### config.mk
export PLATFORM = sky130hd
export DESIGN_NAME = joystick_byte_to_dual_motor_pwm_unit
export DESIGN_NICKNAME = d
export VERILOG_FILES = /design/src/rtl/core/jbdm_pkg.sv /design/src/rtl/core/joystick_byte_to_dual_motor_pwm_unit.sv
export SDC_FILE = /design/constraint.sdc
export NUM_CORES = 1
export LEC_CHECK = 0
export BUFFER_PORTS_ARGS = -buffer_cell sky130_fd_sc_hd__buf_2
export CAP_MARGIN = 20
export CORE_MARGIN = 1
export CORE_UTILIZATION = 56
export CTS_CLUSTER_DIAMETER = 40
export CTS_CLUSTER_SIZE = 28
export DETAILED_ROUTE_END_ITERATION = 6
export GPL_TIMING_DRIVEN = 0
export HOLD_SLACK_MARGIN = 0.08
export PLACE_DENSITY = 0.74
export SYNTH_ARGS = -nofsm -noshare
export SYNTH_HDL_FRONTEND = slang
export SYNTH_SLANG_ARGS = --single-unit
### constraint.sdc
create_clock -name i_clk -period 15.5 [get_ports i_clk]
set_clock_uncertainty 0.1 [all_clocks]
set_input_delay 0.775 -clock i_clk [delete_from_list [all_inputs] [get_ports i_clk]]
set_output_delay 0.775 -clock i_clk [all_outputs]
set_load 0.05 [all_outputs]
### src/rtl/core/jbdm_pkg.sv
package jbdm_pkg;

    // Item kinds carried in the input tuser bit.
    typedef enum logic {
        OP_TICK = 1'b0,
        OP_BYTE = 1'b1
    } t_op;

    // Bit 0 of a command byte selects which group of fields it updates.
    localparam logic TGT_SPEED = 1'b0;
    localparam logic TGT_TURN  = 1'b1;

    // Command byte layout.
    localparam int unsigned BIT_TARGET = 0;
    localparam int unsigned BIT_BOOST  = 1;
    localparam int unsigned BIT_MAG_LO = 3;
    localparam int unsigned BIT_SENSE  = 6;

    localparam int unsigned MAG_W  = 3;
    localparam int unsigned DUTY_W = 7;
    localparam logic [DUTY_W-1:0] DUTY_MAX = 7'd100;

    // Result beat layout, lowest bit first.
    localparam int unsigned OUT_DATA_W = 24;

    typedef struct packed {
        logic [MAG_W-1:0] speed;
        logic             reverse;
        logic             boost;
        logic [MAG_W-1:0] turn;
        logic             turn_sense;
    } t_drive;

    typedef struct packed {
        logic [DUTY_W-1:0] left;
        logic [DUTY_W-1:0] right;
        logic              ldir;
        logic              rdir;
    } t_mix;

    // floor(x / 7) for x up to 1190, by reciprocal multiplication (2341 / 2^14).
    function automatic logic [7:0] div7(input logic [10:0] x);
        logic [21:0] p;
        p = 22'(x) * 22'd2341;
        return p[21:14];
    endfunction

    function automatic logic [DUTY_W-1:0] clamp_duty(input logic [7:0] v);
        return (v > 8'(DUTY_MAX)) ? DUTY_MAX : v[DUTY_W-1:0];
    endfunction

    // Duty mixing. With s = speed and t = turn, s*100*t/10 is exactly 10*s*t,
    // so the two sides are 10*s*(10+t)/7 and 10*s*(10-t)/7.
    function automatic t_mix mix(input t_drive d);
        t_mix        r;
        logic [6:0]  prod_hi;
        logic [6:0]  prod_lo;
        logic [10:0] sum_hi;
        logic [10:0] sum_lo;
        logic [DUTY_W-1:0] hi;
        logic [DUTY_W-1:0] lo;
        logic [DUTY_W-1:0] l;
        logic [DUTY_W-1:0] rr;
        prod_hi = 7'(d.speed) * (7'd10 + 7'(d.turn));
        prod_lo = 7'(d.speed) * (7'd10 - 7'(d.turn));
        sum_hi  = 11'(prod_hi) * 11'd10;
        sum_lo  = 11'(prod_lo) * 11'd10;
        hi = clamp_duty(div7(sum_hi));
        lo = clamp_duty(div7(sum_lo));
        if (d.speed == '0) begin
            l      = 7'(d.turn) * 7'd7;
            rr     = l;
            r.ldir = d.turn_sense;
            r.rdir = ~d.turn_sense;
        end else begin
            l      = d.turn_sense ? hi : lo;
            rr     = d.turn_sense ? lo : hi;
            r.ldir = d.reverse;
            r.rdir = d.reverse;
        end
        if (!d.boost) begin
            l  = l >> 1;
            rr = rr >> 1;
        end
        r.left  = l;
        r.right = rr;
        return r;
    endfunction

endpackage

### src/rtl/core/joystick_byte_to_dual_motor_pwm_unit.sv
// Channel   Direction  Beat content
// s_axis    in         tdata = rx_byte[7:0]; tuser = operation (0 tick, 1 byte)
// m_axis    out        tdata = pins, byte_accepted, left_duty, right_duty
//
// Every beat moves from the input register through the decode and duty mixing
// logic into the result register.
// A new beat is accepted every cycle while the result side keeps taking beats.
// A stall on m_axis fills the result and then the input register before s_axis_tready falls.
// Reset (i_rst_n low, synchronous) clears the phase, the command fields and the pins,
// and empties both registers.
module joystick_byte_to_dual_motor_pwm_unit #(
    parameter int unsigned PWM_PERIOD = 100
) (
    input  logic        i_clk,
    input  logic        i_rst_n,
    input  logic        s_axis_tvalid,
    output logic        s_axis_tready,
    // [7:0] rx_byte
    input  logic [7:0]  s_axis_tdata,
    // [0] operation
    input  logic [0:0]  s_axis_tuser,
    output logic        m_axis_tvalid,
    input  logic        m_axis_tready,
    // [0] m1_fwd, [1] m1_bwd, [2] m2_fwd, [3] m2_bwd, [4] byte_accepted,
    // [11:5] left_duty, [18:12] right_duty, [23:19] zero
    output logic [jbdm_pkg::OUT_DATA_W-1:0] m_axis_tdata
);
    import jbdm_pkg::*;

    // The phase only ever holds 0 .. PWM_PERIOD-1.
    localparam int unsigned PHASE_W = $clog2(PWM_PERIOD);

    // Input register.
    logic       r_in_valid;
    t_op        r_in_op;
    logic [7:0] r_in_byte;

    // Control state.
    logic [PHASE_W-1:0] r_phase;
    logic [PHASE_W-1:0] n_phase;
    t_drive             r_drive;
    t_drive             n_drive;
    logic [3:0]         r_pins;
    logic [3:0]         n_pins;

    // Result register.
    logic                  r_out_valid;
    logic [OUT_DATA_W-1:0] r_out_data;

    logic       advance;
    logic       parity_ok;
    logic       accepted;
    logic [PHASE_W:0] phase_inc;
    t_mix       duty;
    logic       left_on;
    logic       right_on;

    // The mixing stage moves a held input beat when the result register is empty or being drained.
    assign advance       = r_in_valid && (!r_out_valid || m_axis_tready);
    assign s_axis_tready = !r_in_valid || advance;

    // Odd number of ones means the byte arrived intact.
    assign parity_ok = ^r_in_byte;
    assign accepted  = (r_in_op == OP_BYTE) && parity_ok;

    always_comb begin
        n_drive = r_drive;
        if (accepted) begin
            if (r_in_byte[BIT_TARGET] == TGT_SPEED) begin
                n_drive.boost   = r_in_byte[BIT_BOOST];
                n_drive.speed   = r_in_byte[BIT_MAG_LO +: MAG_W];
                n_drive.reverse = r_in_byte[BIT_SENSE];
            end else begin
                n_drive.turn       = r_in_byte[BIT_MAG_LO +: MAG_W];
                n_drive.turn_sense = r_in_byte[BIT_SENSE];
            end
        end
    end

    // The phase advances only on a tick and wraps at the period.
    assign phase_inc = {1'b0, r_phase} + 1'b1;
    always_comb begin
        n_phase = r_phase;
        if (r_in_op == OP_TICK) begin
            n_phase = (phase_inc >= (PHASE_W+1)'(PWM_PERIOD)) ? '0 : phase_inc[PHASE_W-1:0];
        end
    end

    // Duties come from the fields as they stand after this beat's update.
    assign duty     = mix(n_drive);
    assign left_on  = 8'(n_phase) < 8'(duty.left);
    assign right_on = 8'(n_phase) < 8'(duty.right);

    // Each bridge drives either its forward pin (direction 0) or its backward
    // pin (direction 1). Byte beats leave the pins as they were.
    always_comb begin
        n_pins = r_pins;
        if (r_in_op == OP_TICK) begin
            n_pins[0] = left_on  && !duty.ldir;
            n_pins[1] = left_on  &&  duty.ldir;
            n_pins[2] = right_on && !duty.rdir;
            n_pins[3] = right_on &&  duty.rdir;
        end
    end

    always_ff @(posedge i_clk) begin
        if (!i_rst_n) begin
            r_in_valid  <= 1'b0;
            r_out_valid <= 1'b0;
            r_phase     <= '0;
            r_drive     <= '0;
            r_pins      <= '0;
        end else begin
            if (s_axis_tready) begin
                r_in_valid <= s_axis_tvalid;
            end
            if (advance) begin
                r_out_valid <= 1'b1;
                r_phase     <= n_phase;
                r_drive     <= n_drive;
                r_pins      <= n_pins;
            end else if (m_axis_tready) begin
                r_out_valid <= 1'b0;
            end
        end
    end

    // Payload registers.
    always_ff @(posedge i_clk) begin
        if (s_axis_tready && s_axis_tvalid) begin
            r_in_op   <= t_op'(s_axis_tuser[0]);
            r_in_byte <= s_axis_tdata;
        end
        if (advance) begin
            r_out_data <= {5'b0, duty.right, duty.left, accepted, n_pins};
        end
    end

    assign m_axis_tvalid = r_out_valid;
    assign m_axis_tdata  = r_out_data;

    // A bridge never has both of its pins high at once.
    a_no_shoot_through: assert property (@(posedge i_clk) disable iff (!i_rst_n)
        !(r_pins[0] && r_pins[1]) && !(r_pins[2] && r_pins[3]))
        else $error("both pins of one bridge driven");

    a_phase_range: assert property (@(posedge i_clk) disable iff (!i_rst_n)
        32'(r_phase) < PWM_PERIOD)
        else $error("pwm phase out of range");

    a_duty_range: assert property (@(posedge i_clk) disable iff (!i_rst_n)
        r_out_valid |-> (r_out_data[11:5] <= DUTY_MAX) && (r_out_data[18:12] <= DUTY_MAX))
        else $error("duty above maximum");

    a_byte_holds_pins: assert property (@(posedge i_clk) disable iff (!i_rst_n)
        (advance && r_in_op == OP_BYTE) |=> (r_pins == $past(r_pins)) &&
                                            (r_phase == $past(r_phase)))
        else $error("byte beat changed pins or phase");

    a_stall_holds_state: assert property (@(posedge i_clk) disable iff (!i_rst_n)
        !advance |=> $stable(r_drive) && $stable(r_phase))
        else $error("state changed without a beat moving");

endmodule
Yosys cells after proc, flatten, opt, wreduce, memory -nomap -nowiden --
Index checks and enable logic that the tools add are counted.
Cells by class: add/sub/neg operators 3, $mul 7, order comparisons 5, multiplexer cells 17, bitwise logic cells 1, reduce and logical (&&, ||, !) cells 16
Operator list (number):
- two-way mux 7 bit | 10
- multiplier 10 x 12 -> 21 bit (second input constant) | 2
- multiplier 7 x 3 -> 10 bit (second input constant) | 2
- greater-than comparator 8 x 7 -> 1 bit (second input constant) | 2
- less-than comparator 7 bit | 2
- two-way mux 9 bit | 1
- adder 7 x 1 -> 8 bit (second input constant) | 1
- >= comparator 8 x 7 -> 1 bit (second input constant) | 1
- two-way mux 4 bit | 2
- XOR reduction 8 bit | 1
- logical AND 1 bit | 7
- multiplier 3 x 5 -> 7 bit | 1
- multiplier 4 x 5 -> 7 bit | 1
- multiplier 3 x 3 -> 6 bit (second input constant) | 1
- adder 4 x 3 -> 5 bit (first input constant) | 1
- two-way mux 5 bit | 1
- subtractor 4 x 3 -> 5 bit (first input constant) | 1
- logical NOT 1 bit | 4
- logical NOT 3 bit | 1
- logical OR 1 bit | 2
- two-way mux 1 bit | 2
- two-way mux 2 bit | 1
- nonzero test 2 bit | 1
- inverter 1 bit | 1
Word-level totals: register bits 50, input port bits 13, output and inout bits 26, word-level logic and storage cells 61

Longest topological paths before layout --
depth after elaboration 15, depth in mapped cells 50, gate-level depth less buffers 48

Worst setup path after synthesis --
Ideal clock, no wire load.
kind reg2reg, start point register r_in_byte[6], end point register r_out_data[0], in the netlist m_axis_tdata[0], data pin, setup time 0.147 ns, arrival time 11.257 ns, data required time 15.253 ns, slack 3.996 ns, stages on the path, launching flop included 48, path buffers 0, clock period less this slack 11.504 ns, cell sequence edfxtp_1 xnor2_1 xnor2_1 xor2_2 nor2_2 mux2i_1 inv_1 ha_1 xor2_1 nor2_1 ha_1 fa_1 fa_1 a21o_1 a21oi_1 xnor2_1 ha_1 ha_1 [... 12 more ...] a21oi_1 o21ai_0 a2111oi_4 o21ai_1 xnor2_2 a311oi_2 nor3_1 a221oi_1 nor2_1 a21oi_1 ha_1 a21oi_1 nor2b_1 o21ai_0 nand2_1 a2111oi_0 a41oi_2 o21ai_1
RTL lines:
- start, declared | line joystick_byte_to_dual_motor_pwm_unit.sv:36 | logic [7:0] r_in_byte;
- start signal, assigned | line joystick_byte_to_dual_motor_pwm_unit.sv:132 | r_in_byte <= s_axis_tdata;
- end signal, assigned | line joystick_byte_to_dual_motor_pwm_unit.sv:135 | r_out_data <= {5'b0, duty.right, duty.left, accepted, n_pins};
- end, declared | line joystick_byte_to_dual_motor_pwm_unit.sv:48 | logic [OUT_DATA_W-1:0] r_out_data;

==> impl_results.md <==
* Status: finished clean
* Final setup fails at 0
* Dpl ws at 2.36 ns
* Setup TNS at 0 ns
* Gpl congestion at 0.859
* Cell Pwr Density at 171 nW/µm²
* Row Count at 42
* All-Layer GR Usage at 0.227
* Core ar. at 13300 µm²
* Slew margin rel. at 0.412
* Synth top area share at 0.288
* Ports at 39
* CTS H-Tree Depth at 2
* Initial antenna violation count at 0
* Endpoint class of the critical path: register
* Clk Tree Root Cell: clkbuf_16
* Shortest period the worst path allows at 13.35 ns
* Setup ws final at 2.15 ns
* Worst-path fanout max at 9
* Antenna Cells at 0
* FF+latch count, synth at 50
* Mapped Area at approximately 7700 µm²
* CP arrival at approximately 13 ns
* Post-synth ARST share at 0
* Via density at 5.74
* Largest cells by area after synthesis: ha_1 29%, edfxtp_1 11%, fa_1 8.3%, dfxtp_1 5.7%, inv_1 5.1%
* Slowest library cell on the worst path: a2111oi_4
* Drt pass-1 iters at 5
* Max frequency at 74.9 MHz
* Avg WL per Cell at 14.3 µm
* Actual slew at the worst max-slew pin at between 0.8 and 0.9 ns
* Die area at 14200 µm²
* Crit share post-route at 0.861
* Hold crit path type: register to register
* Most frequent CP cell: ha_1
* Pins Over Slew Limit at 0
* Layout cells sized above 1 at 0.0921
* Top cells by instance count after synthesis: 177 x ha_1, 105 x inv_1, 60 x nor2_1
* Die W at 119 µm
* Crit path kind: register to register
* Synth Warn # at 0
* Final nets at 1122
* EDFF count, synth at 28
* Hold Buf Count CTS at 0
* CTS resizes at 0
* Largest stage delay on the critical path at 0.58 ns
* Leak Pwr at approximately 4.3 nW
* Count leader, synth: ha_1
* Final-report hold violation count at 0
* Seq/Total Area, Yosys at 0.167
* DR iter-0 viols at 375
* Vias in the first global route at about 5800
* Largest net degree at the start of global routing at 20
* Clock transition at the registers of the reported paths at 0.07 ns
* Post-CTS setup repair buffer count at 0
* RSZ-0062 raised after global routing: false
* CTS Buf Count at 5
* ANT nets after route at 0
* Overall via count from detail_route at slightly above 6000
* Ys flop type: edfxtp_1
* Global-route wire length before repair at between 20000 and 30000 µm
* Synthesized instance count at 856
* Die height at 119 µm
* Routed WL at 15400 µm
* DRC Markers at 0
* # port buffers at 32
* Total grt overflow at 0
* Clock Latency Late Sink at 0.30 ns
* CTS max path bufs at 2
* Clk sinks at 50
* Library cells used by synthesis at 75
* Required time worst endpoint at 15.53 ns
* CTS tree: done
* Max-Cap Viols at 0
* Syn_area_per_cell at 8.98 µm²
* Peak supply drop at around 0.00016 V
* Area delta synth->final at 7.21%
* Nature of the critical path startpoint: register
* Effective utilization at floorplan at 0.578
* Final hold slack at 0.364 ns
* Area leader, netlist: ha_1
* Hpwl dp at 13000 µm
-- report_power, final --
group	internal (mW)	switching, mW	leakage [nW]
combinational	0.453	0.683	3.79
clock	0.0600	0.0487	0.0722
sequential	0.161	0.00526	0.452
total	0.674	0.737	4.31
-- final timing paths --
path | from | end | slack [ns] | cells past startpoint
worst min register to register | r_pins[0] | r_pins[0] | 0.36 | 2
worst max-delay path | r_in_byte[6] | m_axis_tdata[0] | 2.15 | 47
worst max register to register | r_in_byte[6] | m_axis_tdata[0] | 2.15 | 47
worst min-delay path | r_pins[0] | r_pins[0] | 0.36 | 2
-- cell families after synthesis --
logic type	synth area share
adder cells (fa/ha/maj)	0.372
AO/OA/AOI/OAI	0.185
AND/OR/NAND/NOR	0.121
buffers and inverters	0.0681
flip-flops	0.167
XOR/XNOR	0.0544
multiplexers	0.0327
other	0.000488
-- routing by layer --
metal / vias up / share of wire / GRT usage / wire length (µm)
met4: 0 / 0.013 / 0.0578 / 195
met1: 2902 / 0.48 / 0.303 / 7450
met5: - / 0 / 0 / 0
met3: 14 / 0.034 / 0.0187 / 524
met2: 118 / 0.47 / 0.392 / 7270
li1: 3149 / - / - / -
-- registers in the layout, summed over array words and instances, names as in the netlist --
register / count
r_in_byte: 8
r_in_valid: 1
r_drive: 9
m_axis_tdata: 19
r_in_op: 1
m_axis_tvalid: 1
r_pins: 4
r_phase: 7
-- area by class of cell --
cell class | count | area, µm²
repair buffers | 33 | 175
inverters | 106 | 398
well taps | 176 | 220
clock inverters | 3 | 18.8
fillers | 1136 | 5060
flip-flops and latches | 50 | 1280
multi-input cells | 678 | 5890
plain buffers | 26 | 125
clock buffers | 5 | 125
-- stage by stage --
step	instance area (µm²)	utilization	total power [mW]	std cells
6_report	8240	0.620	1.41	1077
5_1_grt	8240	0.620	1.59	1077
4_1_cts	8240	0.620	1.42	1077
3_5_place_dp	8090	0.609	1.30	1069
3_3_place_gp	8080	0.608	1.27	1068
2_1_floorplan	7700	-	1.05	860
-- worst max-delay path, delay by kind of cell, from the launching register on --
kind	cells	cell delay [ns]
AOI/OAI and AO/OA	16	4.60
xor gates and xnor gates	7	1.67
adders and majority gates	13	4.42
buffers and inverters	2	0.26
DFF	1	0.47
muxes	1	0.57
and+or+nand+nor	8	1.10
-- cell usage in the layout (no fill, tap or decap), types with 14 or more instances in the layout --
| cell | Yosys | final |
|---|---|---|
| inv_1 | 105 | 105 |
| dfxtp_1 | 22 | 22 |
| xnor2_1 | 28 | 28 |
| o21ai_0 | 41 | 41 |
| nor2_1 | 60 | 60 |
| nand2_1 | 54 | 54 |
| mux2i_1 | 18 | 18 |
| clkbuf_1 | 14 | 14 |
| edfxtp_1 | 28 | 28 |
| nand3_1 | 18 | 18 |
| xor2_1 | 16 | 16 |
| ha_1 | 177 | 177 |
| fa_1 | 32 | 32 |
| a21oi_1 | 36 | 36 |
| buf_2 | 4 | 36 |
Note: power is estimated with default switching activity, not from simulation.
